===== src/imai_pkg.sv =====
`default_nettype none

package imai_pkg;

   // Order limit and widths of the stored values.
   localparam int MAX_N     = 4;
   localparam int ELEM_W    = 8;
   localparam int ADJ_W     = 26;
   localparam int DET_W     = 34;
   localparam int IDX_W     = 2;
   localparam int ADDR_W    = 4;
   localparam int CNT_W     = 5;
   localparam int DIV_STEPS = 26;

   // Register map: word index of the order register.
   localparam logic REG_SIZE = 1'b0;

   // Status of the shared divider as seen by the sequencer.
   typedef struct packed {
      logic busy;
      logic done;
   } div_status_type;

   // Column taken at minor row t by permutation p of an m by m minor.
   function automatic logic [1:0] perm_col(input logic [1:0] m, input logic [2:0] p,
                                           input logic [1:0] t);
      logic [5:0] cols;
      cols = 6'b00_00_00;
      case (m)
         2'd3: begin
            case (p)
               3'd0:    cols = 6'b10_01_00;
               3'd1:    cols = 6'b01_10_00;
               3'd2:    cols = 6'b10_00_01;
               3'd3:    cols = 6'b00_10_01;
               3'd4:    cols = 6'b01_00_10;
               3'd5:    cols = 6'b00_01_10;
               default: cols = 6'b10_01_00;
            endcase
         end
         2'd2:    cols = p[0] ? 6'b00_00_01 : 6'b00_01_00;
         default: cols = 6'b00_00_00;
      endcase
      case (t)
         2'd0:    return cols[1:0];
         2'd1:    return cols[3:2];
         default: return cols[5:4];
      endcase
   endfunction

   // Parity of permutation p of an m by m minor.
   function automatic logic perm_odd(input logic [1:0] m, input logic [2:0] p);
      case (m)
         2'd3: begin
            case (p)
               3'd1, 3'd2, 3'd5: return 1'b1;
               default:          return 1'b0;
            endcase
         end
         2'd2:    return p[0];
         default: return 1'b0;
      endcase
   endfunction

endpackage

`default_nettype wire


===== src/integer_matrix_adjugate_inverse.sv =====
`default_nettype none

// Loads a square signed 8-bit matrix of order n (register matrix_size, 0 acts as 1, above
// 4 acts as 4) one beat per cycle in row-major order, then emits n*n result beats in
// row-major order, one per strobe cycle on rsp_valid; the receiver cannot stall them.
// Each result beat carries the adjugate entry, the determinant and, for a nonsingular
// matrix, the adjugate entry divided by the determinant truncated toward zero; a singular
// matrix comes back unchanged with the singular flag set. After the last element busy
// stays high while one shared 34x8-bit multiplier forms every cofactor as a sum of
// permutation products. Each product is set up, multiplied once per minor row (three
// multiplies at order 4) and then accumulated, and each cofactor sums six products at
// order 4 between an init state and a done state. Each top-row cofactor is then folded
// into the determinant by a multiply state and an add state. Then one restoring divider,
// one quotient bit a cycle, handles each entry: it starts, runs 26 steps and hands over
// the quotient; a singular matrix skips the divider and emits one beat per cycle. Busy
// falls during the last result beat. Writing matrix_size discards a partly loaded
// matrix; write it only while the block is idle.
module integer_matrix_adjugate_inverse
   import imai_pkg::*;
(
   input  wire logic                    clock,
   input  wire logic                    reset,
   input  wire logic                    start,
   output logic                         busy,
   input  wire logic signed [ELEM_W-1:0] req_matrix_element,
   output logic                         rsp_valid,
   output logic [IDX_W-1:0]             rsp_row_index,
   output logic [IDX_W-1:0]             rsp_col_index,
   output logic signed [ADJ_W-1:0]      rsp_quotient_entry,
   output logic signed [ADJ_W-1:0]      rsp_adjugate_entry,
   output logic signed [DET_W-1:0]      rsp_determinant_value,
   output logic                         rsp_singular,
   output logic                         rsp_last_entry,
   input  wire logic                    psel,
   input  wire logic                    penable,
   input  wire logic                    pwrite,
   input  wire logic [2:0]              paddr,
   input  wire logic [31:0]             pwdata,
   output logic [31:0]                  prdata,
   output logic                         pready
);

   typedef enum logic [3:0] {
      S_LOAD, S_COF_INIT, S_PROD_INIT, S_MUL, S_ACC, S_COF_DONE,
      S_DET_MUL, S_DET_ADD, S_OUT_START, S_DIV_WAIT
   } state_type;

   state_type               state_ff, state_in;
   logic [2:0]              size_ff, size_in;
   logic [CNT_W-1:0]        load_cnt_ff, load_cnt_in;
   logic [IDX_W-1:0]        ci_ff, ci_in, cj_ff, cj_in;
   logic [2:0]              perm_ff, perm_in;
   logic [1:0]              step_ff, step_in;
   logic signed [DET_W-1:0] prod_ff, prod_in;
   logic signed [ADJ_W-1:0] acc_ff, acc_in;
   logic signed [DET_W-1:0] det_ff, det_in;
   logic [IDX_W-1:0]        oi_ff, oi_in, oj_ff, oj_in;

   logic                    valid_ff, valid_in;
   logic [IDX_W-1:0]        row_ff, row_in, col_ff, col_in;
   logic signed [ADJ_W-1:0] quo_out_ff, quo_out_in, adj_out_ff, adj_out_in;
   logic                    sing_out_ff, sing_out_in, last_ff, last_in;

   // Element and adjugate stores: one write and one read address each.
   logic [ELEM_W-1:0]       loaded_ff [MAX_N*MAX_N];
   logic [ADJ_W-1:0]        adj_ff [MAX_N*MAX_N];
   logic                    load_we, adj_we;
   logic [ADDR_W-1:0]       load_waddr, load_raddr, adj_waddr, adj_raddr;
   logic signed [ADJ_W-1:0] cof;

   logic [2:0]              n;
   logic [1:0]              m;
   logic [CNT_W-1:0]        total, wr_idx;
   logic [2:0]              last_perm;
   logic [1:0]              pc, mr, mc, rd_row, rd_col;
   logic signed [ELEM_W-1:0] entry;
   logic signed [DET_W-1:0] mul_a;
   logic signed [DET_W+ELEM_W-1:0] mul_p;
   logic                    accept, csr_write, singular_now;

   logic                    div_start;
   logic signed [ADJ_W-1:0] div_quo;
   div_status_type          div_stat;

   // Effective order and the sizes that follow from it.
   always_comb begin
      if (size_ff == 3'd0) begin
         n = 3'd1;
      end else if (size_ff > 3'(MAX_N)) begin
         n = 3'(MAX_N);
      end else begin
         n = size_ff;
      end
   end
   assign m     = 2'(n - 3'd1);
   assign total = CNT_W'(n * n);
   always_comb begin
      case (m)
         2'd3:    last_perm = 3'd5;
         2'd2:    last_perm = 3'd1;
         default: last_perm = 3'd0;
      endcase
   end

   // Minor row and column mapped back to the full matrix.
   assign pc = perm_col(m, perm_ff, step_ff);
   assign mr = (step_ff < ci_ff) ? step_ff : 2'(step_ff + 2'd1);
   assign mc = (pc < cj_ff) ? pc : 2'(pc + 2'd1);

   always_comb begin
      case (state_ff)
         S_MUL: begin
            rd_row = mr;
            rd_col = mc;
         end
         S_DET_MUL: begin
            rd_row = '0;
            rd_col = cj_ff;
         end
         default: begin
            rd_row = oi_ff;
            rd_col = oj_ff;
         end
      endcase
   end
   assign load_raddr = ADDR_W'(rd_row * n) + ADDR_W'(rd_col);
   assign entry      = loaded_ff[load_raddr];
   assign adj_raddr  = ADDR_W'(oi_ff * n) + ADDR_W'(oj_ff);

   // The shared multiplier: running product or cofactor times one element.
   assign mul_a = (state_ff == S_DET_MUL) ? DET_W'(acc_ff) : prod_ff;
   assign mul_p = mul_a * entry;

   assign accept       = start && !busy;
   assign csr_write    = psel && penable && pwrite && pready;
   assign wr_idx       = (load_cnt_ff >= total) ? '0 : load_cnt_ff;
   assign load_we      = accept;
   assign load_waddr   = wr_idx[ADDR_W-1:0];
   assign cof          = ((ci_ff[0] ^ cj_ff[0]) != 1'b0) ? ADJ_W'(-acc_ff) : acc_ff;
   assign adj_we       = (state_ff == S_COF_DONE);
   assign adj_waddr    = ADDR_W'(cj_ff * n) + ADDR_W'(ci_ff);
   assign singular_now = (det_ff == '0);
   assign div_start    = (state_ff == S_OUT_START) && !singular_now;

   imai_divider u_div (
      .clock     (clock),
      .reset     (reset),
      .start_div (div_start),
      .dividend  (adj_ff[adj_raddr]),
      .divisor   (det_ff),
      .quotient  (div_quo),
      .status    (div_stat)
   );

   always_comb begin
      state_in    = state_ff;
      size_in     = size_ff;
      load_cnt_in = load_cnt_ff;
      ci_in       = ci_ff;
      cj_in       = cj_ff;
      perm_in     = perm_ff;
      step_in     = step_ff;
      prod_in     = prod_ff;
      acc_in      = acc_ff;
      det_in      = det_ff;
      oi_in       = oi_ff;
      oj_in       = oj_ff;
      valid_in    = 1'b0;
      row_in      = row_ff;
      col_in      = col_ff;
      quo_out_in  = quo_out_ff;
      adj_out_in  = adj_out_ff;
      sing_out_in = sing_out_ff;
      last_in     = last_ff;

      if (csr_write && (paddr[2] == REG_SIZE)) begin
         size_in     = pwdata[2:0];
         load_cnt_in = '0;
      end

      case (state_ff)
         S_LOAD: begin
            if (accept) begin
               if (CNT_W'(wr_idx + 1'b1) == total) begin
                  load_cnt_in = '0;
                  ci_in       = '0;
                  cj_in       = '0;
                  det_in      = '0;
                  state_in    = S_COF_INIT;
               end else begin
                  load_cnt_in = CNT_W'(wr_idx + 1'b1);
               end
            end
         end
         S_COF_INIT: begin
            acc_in   = '0;
            perm_in  = '0;
            state_in = S_PROD_INIT;
         end
         S_PROD_INIT: begin
            prod_in  = DET_W'(1);
            step_in  = '0;
            state_in = (m == 2'd0) ? S_ACC : S_MUL;
         end
         S_MUL: begin
            prod_in = mul_p[DET_W-1:0];
            step_in = 2'(step_ff + 2'd1);
            if (step_ff == 2'(m - 2'd1)) begin
               state_in = S_ACC;
            end
         end
         S_ACC: begin
            if (perm_odd(m, perm_ff)) begin
               acc_in = ADJ_W'(acc_ff - prod_ff[ADJ_W-1:0]);
            end else begin
               acc_in = ADJ_W'(acc_ff + prod_ff[ADJ_W-1:0]);
            end
            if (perm_ff == last_perm) begin
               state_in = S_COF_DONE;
            end else begin
               perm_in  = 3'(perm_ff + 3'd1);
               state_in = S_PROD_INIT;
            end
         end
         S_COF_DONE: begin
            acc_in = cof;
            if (ci_ff == '0) begin
               state_in = S_DET_MUL;
            end else if (cj_ff == m) begin
               cj_in = '0;
               if (ci_ff == m) begin
                  oi_in    = '0;
                  oj_in    = '0;
                  state_in = S_OUT_START;
               end else begin
                  ci_in    = 2'(ci_ff + 2'd1);
                  state_in = S_COF_INIT;
               end
            end else begin
               cj_in    = 2'(cj_ff + 2'd1);
               state_in = S_COF_INIT;
            end
         end
         S_DET_MUL: begin
            prod_in  = mul_p[DET_W-1:0];
            state_in = S_DET_ADD;
         end
         S_DET_ADD: begin
            det_in = DET_W'(det_ff + prod_ff);
            if (cj_ff == m) begin
               cj_in = '0;
               if (m == 2'd0) begin
                  oi_in    = '0;
                  oj_in    = '0;
                  state_in = S_OUT_START;
               end else begin
                  ci_in    = 2'd1;
                  state_in = S_COF_INIT;
               end
            end else begin
               cj_in    = 2'(cj_ff + 2'd1);
               state_in = S_COF_INIT;
            end
         end
         S_OUT_START, S_DIV_WAIT: begin
            if ((state_ff == S_OUT_START && singular_now) ||
                (state_ff == S_DIV_WAIT && div_stat.done)) begin
               valid_in    = 1'b1;
               row_in      = oi_ff;
               col_in      = oj_ff;
               quo_out_in  = singular_now ? ADJ_W'(entry) : div_quo;
               adj_out_in  = adj_ff[adj_raddr];
               sing_out_in = singular_now;
               last_in     = (oi_ff == m) && (oj_ff == m);
               if (oj_ff == m) begin
                  oj_in = '0;
                  oi_in = 2'(oi_ff + 2'd1);
               end else begin
                  oj_in = 2'(oj_ff + 2'd1);
               end
               state_in = ((oi_ff == m) && (oj_ff == m)) ? S_LOAD : S_OUT_START;
            end else if (state_ff == S_OUT_START) begin
               state_in = S_DIV_WAIT;
            end
         end
         default: state_in = S_LOAD;
      endcase
   end

   always_ff @(posedge clock) begin
      if (reset) begin
         state_ff    <= S_LOAD;
         size_ff     <= 3'(MAX_N);
         load_cnt_ff <= '0;
         valid_ff    <= 1'b0;
      end else begin
         state_ff    <= state_in;
         size_ff     <= size_in;
         load_cnt_ff <= load_cnt_in;
         valid_ff    <= valid_in;
      end
      ci_ff       <= ci_in;
      cj_ff       <= cj_in;
      perm_ff     <= perm_in;
      step_ff     <= step_in;
      prod_ff     <= prod_in;
      acc_ff      <= acc_in;
      det_ff      <= det_in;
      oi_ff       <= oi_in;
      oj_ff       <= oj_in;
      row_ff      <= row_in;
      col_ff      <= col_in;
      quo_out_ff  <= quo_out_in;
      adj_out_ff  <= adj_out_in;
      sing_out_ff <= sing_out_in;
      last_ff     <= last_in;
   end

   always_ff @(posedge clock) begin
      if (load_we) begin
         loaded_ff[load_waddr] <= req_matrix_element;
      end
      if (adj_we) begin
         adj_ff[adj_waddr] <= cof;
      end
   end

   assign busy                  = (state_ff != S_LOAD);
   assign rsp_valid             = valid_ff;
   assign rsp_row_index         = row_ff;
   assign rsp_col_index         = col_ff;
   assign rsp_quotient_entry    = quo_out_ff;
   assign rsp_adjugate_entry    = adj_out_ff;
   assign rsp_determinant_value = det_ff;
   assign rsp_singular          = sing_out_ff;
   assign rsp_last_entry        = last_ff;
   assign pready                = 1'b1;
   assign prdata                = (paddr[2] == REG_SIZE) ? {29'd0, size_ff} : 32'd0;

endmodule

`default_nettype wire


===== src/imai_divider.sv =====
`default_nettype none

module imai_divider
   import imai_pkg::*;
(
   input  wire logic                     clock,
   input  wire logic                     reset,
   input  wire logic                     start_div,
   input  wire logic signed [ADJ_W-1:0]  dividend,
   input  wire logic signed [DET_W-1:0]  divisor,
   output logic signed [ADJ_W-1:0]       quotient,
   output div_status_type                status
);

   logic             busy_ff, busy_in;
   logic             done_ff, done_in;
   logic [4:0]       count_ff, count_in;
   logic [DET_W-1:0] rem_ff, rem_in;
   logic [ADJ_W-1:0] quo_ff, quo_in;
   logic [DET_W-1:0] dmag_ff, dmag_in;
   logic             neg_ff, neg_in;
   logic [DET_W:0]   trial;
   logic             fits;

   // One quotient bit a cycle, restoring division on magnitudes.
   assign trial = {rem_ff, quo_ff[ADJ_W-1]};
   assign fits  = trial >= {1'b0, dmag_ff};

   always_comb begin
      busy_in  = busy_ff;
      done_in  = 1'b0;
      count_in = count_ff;
      rem_in   = rem_ff;
      quo_in   = quo_ff;
      dmag_in  = dmag_ff;
      neg_in   = neg_ff;
      if (start_div && !busy_ff) begin
         busy_in  = 1'b1;
         count_in = '0;
         rem_in   = '0;
         quo_in   = dividend[ADJ_W-1] ? ADJ_W'(-dividend) : ADJ_W'(dividend);
         dmag_in  = divisor[DET_W-1] ? DET_W'(-divisor) : DET_W'(divisor);
         neg_in   = dividend[ADJ_W-1] ^ divisor[DET_W-1];
      end else if (busy_ff) begin
         rem_in   = fits ? DET_W'(trial - {1'b0, dmag_ff}) : trial[DET_W-1:0];
         quo_in   = {quo_ff[ADJ_W-2:0], fits};
         count_in = count_ff + 5'd1;
         if (count_ff == 5'(DIV_STEPS - 1)) begin
            busy_in = 1'b0;
            done_in = 1'b1;
         end
      end
   end

   always_ff @(posedge clock) begin
      if (reset) begin
         busy_ff  <= 1'b0;
         done_ff  <= 1'b0;
         count_ff <= '0;
      end else begin
         busy_ff  <= busy_in;
         done_ff  <= done_in;
         count_ff <= count_in;
      end
      rem_ff  <= rem_in;
      quo_ff  <= quo_in;
      dmag_ff <= dmag_in;
      neg_ff  <= neg_in;
   end

   assign quotient    = neg_ff ? ADJ_W'(-quo_ff) : quo_ff;
   assign status.busy = busy_ff;
   assign status.done = done_ff;

`ifndef ASSERT_OFF
   a_start_busy: assert property (@(posedge clock) disable iff (reset)
      start_div && !busy_ff |=> busy_ff)
      else $error("divider did not start");
   a_done_after_busy: assert property (@(posedge clock) disable iff (reset)
      done_ff |-> !busy_ff && $past(busy_ff))
      else $error("divider done without a run");
   a_count_range: assert property (@(posedge clock) disable iff (reset)
      busy_ff |-> count_ff < 5'(DIV_STEPS))
      else $error("divider step count out of range");
`endif

endmodule

`default_nettype wire

===== config.mk =====
export PLATFORM = sky130hd
export DESIGN_NAME = integer_matrix_adjugate_inverse
export DESIGN_NICKNAME = d
export VERILOG_FILES = /design/src/imai_pkg.sv /design/src/integer_matrix_adjugate_inverse.sv /design/src/imai_divider.sv
export SDC_FILE = /design/constraint.sdc
export NUM_CORES = 2
export LEC_CHECK = 0
export BUFFER_PORTS_ARGS = -buffer_cell sky130_fd_sc_hd__buf_2
export CELL_PAD_IN_SITES_DETAIL_PLACEMENT = 0
export CELL_PAD_IN_SITES_GLOBAL_PLACEMENT = 1
export CORE_ASPECT_RATIO = 0.8
export CORE_MARGIN = 2
export CORE_UTILIZATION = 45
export DETAILED_ROUTE_END_ITERATION = 16
export HOLD_SLACK_MARGIN = 0.12
export PLACE_DENSITY = 0.71
export SLEW_MARGIN = 20
export SYNTH_ARGS = -nofsm -noshare
export SYNTH_HDL_FRONTEND = slang
export SYNTH_SLANG_ARGS = --single-unit

===== constraint.sdc =====
create_clock -name clock -period 9.9 [get_ports clock]
set_clock_uncertainty 0.15 [all_clocks]
set_input_delay 1.485 -clock clock [delete_from_list [all_inputs] [get_ports clock]]
set_output_delay 1.485 -clock clock [all_outputs]
set_load 0.005 [all_outputs]

After elaboration in Yosys (flattened, before gate mapping)
Memory sizes are Yosys's and may differ from the RTL's.
Index checks and enable logic that the tools add are counted.
- memory bits (writable): 544
- memories kept: 2
- register bits after elaboration: 280
- $mul: 5
- order comparisons: 5
- equality and inequality tests: 39
- add/subtract/negate cells: 22
- reductions and logical operators: 42
- mux-type cells: 83
- bitwise logic cells: 5
- memories (memory ; words ; width ; read ports ; clocked after Yosys merged registers in ; wr ports ; RTL line ; source):
    adj_ff ; 16 ; 26 ; 1 ; 0 ; 1 ; integer_matrix_adjugate_inverse.sv:66 ; logic [ADJ_W-1:0] adj_ff [MAX_N*MAX_N];
    loaded_ff ; 16 ; 8 ; 1 ; 0 ; 1 ; integer_matrix_adjugate_inverse.sv:65 ; logic [ELEM_W-1:0] loaded_ff [MAX_N*MAX_N];
- operators with widths (kind ; number):
    $mux W26 ; 7
    $mux W34 ; 4
    $pmux W34 S2 ; 2
    $neg A26 Y26 ; 3
    $pmux W26 S3 ; 1
    $mux W4 ; 11
    $mux W2 ; 20
    $pmux W4 S9 ; 1
    $ge A35 B34 Y1 ; 1
    $add A34 B34 Y34 ; 1
    $logic_not A34 Y1 ; 1
    $mul A34 B8 Y34 ; 1
    $neg A34 Y34 ; 1
    $sub A34 B34 Y34 ; 1
    $mux W33 ; 1
    $pmux W6 S5 ; 1
    $add A26 B26 Y26 ; 1
    $sub A26 B26 Y26 ; 1
    $mux W5 ; 5
    $pmux W2 S3 ; 4
    $ne A2 B2 Y1 const B ; 11
    $mux W3 ; 7
    $eq A4 B3 Y1 const B ; 4
    $pmux W2 S2 ; 4
    other kinds (46) ; 107

Depth between registers and ports, before layout
An unclocked memory read counts as a cell.
- depth after elaboration: 14
- depth in mapped cells: 48
- depth with buffers taken out: 44

By module
From an unflattened synthesis, not the netlist that was laid out.
- cell total of the unflattened synthesis: 3859
- area total of the unflattened synthesis: 47956.0 sq um
- modules (own cells, without submodules) (module ; times used ; area each (sq um) ; cells an instance):
    integer_matrix_adjugate_inverse ; 1 ; 40367.5 ; 2971
    imai_divider ; 1 ; 7588.5 ; 888

Worst setup path before layout
No wires, ideal clock.
- path kind: register -> register
- start: reg size_ff[2]
- end: reg prod_ff[27] (data pin)
- stages on the path, launching flop included: 45
- setup time: 266 ps
- buffers on the path: 3
- required time: 9484 ps
- period minus slack after synthesis: 10756 ps
- slack: -856 ps
- data arrival time: 10340 ps
- cell sequence: dfxtp_1 > clkbuf_1 > a21oi_1 > inv_1 > ha_1 > nor4b_1 > a21oi_1 > nor2_1 > ha_1 > nor2_1 > nor2_1 > xnor2_1 > nor2_1 > a221oi_1 > fa_1 > inv_1 > ha_1 > inv_1 > [... 9 more ...] > inv_1 > ha_1 > inv_1 > fa_1 > inv_1 > ha_1 > a21o_1 > a21o_1 > a2111oi_0 > o31ai_1 > o311a_1 > o21ai_0 > a21oi_1 > nor4_1 > o41ai_1 > a21oi_1 > xor2_1 > nor2_1
- word-level cells in the longest chain between the ends: 14
- elaborated cells between the ends (all ways): 18
- those cells by class: add/sub: 3; mul: 2; order compare: 2; eq/ne: 2; mux: 7; reduce/logical: 1; memory: 1
- ends and longest elaborated chain (what ; RTL line ; source):
    start, declared ; integer_matrix_adjugate_inverse.sv:49 ; logic [2:0] size_ff, size_in;
    start signal, assigned ; integer_matrix_adjugate_inverse.sv:293 ; size_ff <= 3'(MAX_N);
    start signal, assigned ; integer_matrix_adjugate_inverse.sv:298 ; size_ff <= size_in;
    $gt A3 B3 Y1 ; integer_matrix_adjugate_inverse.sv:89 ; end else if (size_ff > 3'(MAX_N)) begin
    $mux W3 ; integer_matrix_adjugate_inverse.sv:89 ;
    $mux W3 * ; integer_matrix_adjugate_inverse.sv:87 ; if (size_ff == 3'd0) begin
    $sub A2 B1 Y2 ; integer_matrix_adjugate_inverse.sv:95 ; assign m = 2'(n - 3'd1);
    $eq A2 B2 Y1 ; imai_pkg.sv:29 ; case (m)
    $pmux W6 S2 ; imai_pkg.sv:29 ;
    $pmux W2 S2 ; imai_pkg.sv:44 ; case (t)
    $add A2 B1 Y2 / $lt A2 B2 Y1 (equally long branches) ; integer_matrix_adjugate_inverse.sv:108 ; assign mc = (pc < cj_ff) ? pc : 2'(pc + 2'd1);
    $mux W2 ; integer_matrix_adjugate_inverse.sv:108 ;
    $pmux W2 S2 ; integer_matrix_adjugate_inverse.sv:111 ; case (state_ff)
    $add A4 B2 Y4 * ; integer_matrix_adjugate_inverse.sv:126 ; assign load_raddr = ADDR_W'(rd_row * n) + ADDR_W'(rd_col);
    $mem_v2 Z16 W8 * ; -- ;
    $mul A34 B8 Y34 * ; integer_matrix_adjugate_inverse.sv:132 ; assign mul_p = mul_a * entry;
    $pmux W34 S2 * ; integer_matrix_adjugate_inverse.sv:181 ; case (state_ff)
    end signal, assigned ; integer_matrix_adjugate_inverse.sv:306 ; prod_ff <= prod_in;
    end, declared ; integer_matrix_adjugate_inverse.sv:54 ; logic signed [DET_W-1:0] prod_ff, prod_in;
Mark *: on every way between the ends. The rest lies on a longest branch, timed or not.
A chain may end at the register's enable or synchronous reset.

Final worst setup path
- start: reg perm_ff[0]
- end: reg prod_ff[27] (data pin)
- word-level cells in the longest chain between the ends: 11
- elaborated cells between the ends (all ways): 17
- those cells by class: add/sub: 2; mul: 1; order compare: 1; eq/ne: 5; mux: 7; memory: 1
- ends and longest elaborated chain (what ; RTL line ; source):
    start, declared ; integer_matrix_adjugate_inverse.sv:52 ; logic [2:0] perm_ff, perm_in;
    start signal, assigned ; integer_matrix_adjugate_inverse.sv:304 ; perm_ff <= perm_in;
    $eq A3 B3 Y1, or another cell as far along ; imai_pkg.sv:31 ; case (p)
    $pmux W6 S5 ; imai_pkg.sv:31 ;
    $pmux W6 S2 * ; imai_pkg.sv:29 ;
    $pmux W2 S2 * ; imai_pkg.sv:44 ;
    $add A2 B1 Y2 / $lt A2 B2 Y1 (equally long branches) ; integer_matrix_adjugate_inverse.sv:108 ;
    $mux W2 * ; integer_matrix_adjugate_inverse.sv:108 ;
    $pmux W2 S2 * ; integer_matrix_adjugate_inverse.sv:111 ;
    $add A4 B2 Y4 * ; integer_matrix_adjugate_inverse.sv:126 ;
    $mem_v2 Z16 W8 * ; -- ;
    $mul A34 B8 Y34 * ; integer_matrix_adjugate_inverse.sv:132 ;
    $pmux W34 S2 * ; integer_matrix_adjugate_inverse.sv:181 ;
Marks and branches as above.

==> key figures <==
Finish
  • Fill count: 9144
  • Reg area: 24200 um^2
  • Multi-input logic area: 21770 um^2
  • P&R area growth vs syn: 13.72%
  • Nets: 4439
  • Final core utilization: 51.56%
  • Layout cells sized above 1: a little under a fifth

Synthesis
  • Yosys top cell by area: edfxtp_1
  • Most frequent cell after synthesis: edfxtp_1
  • Cell Area, Synth: 47390 um^2
  • Seq/Total Area, Yosys: between 50 and 60%
  • Seq cells post-synth: 824
  • Largest cells by area after synthesis: edfxtp_1, mux4_2, fa_1
  • Avg Cell Area, Syn: approximately 13 um^2
  • Ys Warns: 0
  • Top_reg_cell synth: edfxtp_1
  • Top post-synthesis cells by count: edfxtp_1, nor2_1, inv_1
  • Asr flop ratio synth: 0%
  • Synth unique cells: 97
  • EDFF count, synth: a little under 800
  • Top cell type's share of synthesized area: 48.79%
  • Cells after Synth: about 3800

Min path
  • Worst Hold End: u_div.done_ff
  • Hold Path Depth: 2
  • Worst min path class: register to register
  • HP Start: u_div.count_ff[4]

Clocking
  • Num CTS Buffers: 85
  • Hold-fix buffers, CTS: 0
  • H-tree depth: 3
  • Maximum root-to-sink buffer count: 3
  • Skew-Pair Late Insertion Delay: roughly 680 ps
  • CTS clk-pin slew, worst paths: 60 ps
  • Clock sinks: 824
  • CTS tree: built
  • Root Buffer: clkbuf_16

Worst setup path
  • Reg2Reg Capture Point: prod_ff[27]
  • WS Path Type: register to register
  • Register-to-register setup slack: just over 300 ps
  • CP Capture Type: register
  • Largest fanout on the critical path: 6
  • CP arrival: 9850 ps
  • FF-to-FF path depth: 42
  • FF-to-FF Start: perm_ff[0]
  • Critical path launch point type: register
  • Slowest cell on the critical path: mux4_2
  • Crit-path max cell delay: 620 ps
  • WP data required: 10160 ps

Outcome
  • Outcome: completed

STA
  • Final min period: roughly 9600 ps
  • Pins Over Slew Limit: 0
  • Final hold violations: 0
  • Fmax: approximately 0.10 GHz
  • Setup tns final: 0 ps
  • # setup viols final: 0
  • Period utilisation layout: a little over nine tenths
  • Actual slew at the worst max-slew pin: 1110 ps
  • Relative slew slack: a little under a quarter
  • RSZ-0062 raised after global routing: yes

Place
  • Count of input and output buffers: 114
  • Gpl congestion: roughly 0.85
  • DP HPWL: 81.38 mm

Floorplan
  • Num rows: between 100 and 150
  • Initial Util: 45.34%
  • # IOs: around 180
  • Die outline area: 107900 um^2
  • Core area: 104500 um^2
  • Die Width: 366.8 um
  • DIE HEIGHT: 294.3 um

Global route
  • Initial antenna violation count: 3
  • Largest net degree at the start of global routing: 61
  • Total gr overflow: 0
  • Tot GR Track Use: between 20 and 25%
  • First-pass GRT wire length: 180.4 mm
  • Vias in the first global route: roughly 29000

Pwr
  • Switching Share: 29.46%
  • Leak: ~0.020 uW
  • Sequential Power Share: 38.6%
  • Worst VDD drop: 0.0001727 V
  • Net Switching: 2883 uW
  • Clock network power share: 32.7%
  • Comb power frac: 28.7%
  • Power Total: 9785 uW
  • Int Pwr: 6902 uW
  • Power per cell area: 181.6 nW/um^2

Drt
  • DRT iter0 DRCs: 2456
  • Residual DRC: 0
  • Vias per cell: 5.449
  • Via Count: around 30000
  • Detailed Route WL: 117.6 mm
  • Routed wire per std cell: 21.46 um
  • Routed Antenna Nets: 0
  • First-pass DRT Iterations: 5

Run
  • Max-cap viol count: 0
-- area by class of cell --
type | count | share of cell area [%]
clock buffers | 99 | 4.044
multi-input cells | 2440 | 40.39
flip-flops and latches | 824 | 44.91
diodes | 2 | 0.009287
clock inverters | 56 | 1.010
well taps | 1404 | 3.260
inverters | 361 | 2.517
repair buffers | 296 | 3.852
-- logic make-up (layout without fill, tap and decap cells) --
family | count (synthesis) | in the layout | synth area share [%]
buffers and inverters | 521 | 812 | 4.584
DFF | 824 | 824 | 51.07
muxes | 208 | 209 | 8.811
other | 2 | 33 | 0.01585
AOI/OAI and AO/OA | 591 | 591 | 7.947
and+or+nand+nor | 957 | 957 | 9.627
xor gates and xnor gates | 270 | 270 | 5.035
adders and majority gates | 382 | 382 | 12.91
-- power by group through the flow --
stage | Combinational, uW | Clock, uW | Sequential (uW)
global placement | 2530 | 0 | 3850
floorplan | 1620 | 0 | 3850
CTS | 2670 | 3260 | 3770
detailed placement | 2540 | 0 | 3850
finish | 2810 | 3200 | 3770
global route | 3160 | 3400 | 3770
-- what timing repair did --
| item | CTS | global route |
|---|---|---|
| cloned | 0 | 2 |
| resized for setup | 26 | 61 |
| buffers inserted | 4 | 7 |
| pin swaps | 16 | 45 |
| endpoints found under the setup margin | 14 | 15 |
-- per-stage QoR --
stage | std cells | hold WS (ps) | area [um^2] | setup WS [ps]
2_1_floorplan | 3784 | 300.6 | 47550 | 15.08
3_3_place_gp | 5311 | 314.8 | 50600 | -632.4
3_5_place_dp | 5311 | 328.4 | 50620 | -692.8
4_1_cts | 5470 | 339.8 | 53520 | 9.483
5_1_grt | 5480 | 357.8 | 53890 | -227.3
6_report | 5482 | 335.2 | 53890 | 310.0
-- metal layers --
| metal | global-route usage [%] | wire length [um] | vias to the layer above |
|---|---|---|---|
| li1 | - | - | 13960 |
| met1 | 33.13 | 55600 | 14940 |
| met2 | 33.59 | 52300 | 839 |
| met3 | 3.316 | 7938 | 123 |
| met4 | 3.848 | 1780 | 4 |
| met5 | 0 | 21 | - |
-- state kept, by name, summed over array words and instances, names as in the netlist, 3 cells and up --
signal,cells
loaded_ff,128
u_div.rem_ff,34
adj_ff,416
u_div.count_ff,5
size_ff,3
acc_ff,26
load_cnt_ff,5
u_div.quo_ff,26
prod_ff,34
rsp_quotient_entry,26
u_div.dmag_ff,34
rsp_determinant_value,34
perm_ff,3
rsp_adjugate_entry,26
state_ff,4
-- worst max-delay path by stage --
stage                       end        from  slack (ps)
global route        prod_ff[27]  step_ff[0]        -230
global placement    prod_ff[27]  perm_ff[0]        -630
CTS                 prod_ff[31]  perm_ff[0]           9
detailed placement  prod_ff[32]  perm_ff[0]        -690
finish              prod_ff[27]  perm_ff[0]         310
floorplan           prod_ff[27]  size_ff[2]          20
-- layout by cell type, fill, tap and decap left out, drive strengths merged, types with 126 or more instances in the layout --
cell type    n
ha         204
o21ai      185
mux4       168
nand2      212
a21oi      151
xnor2      143
nor2       379
edfxtp     770
buf        296
xor2       126
inv        370
fa         178
-- worst max-delay path: cells and delay by family (launching register included) --
| kind | cells | cell delay [ps] |
|---|---|---|
| adder cells (fa/ha/maj) | 10 | 3770 |
| AO/OA/AOI/OAI | 11 | 2030 |
| AND/OR/NAND/NOR | 8 | 860 |
| buffers and inverters | 8 | 800 |
| XOR/XNOR | 4 | 650 |
| multiplexers | 1 | 620 |
| flip-flops | 1 | 460 |
Power figures use the tool's default switching activity.
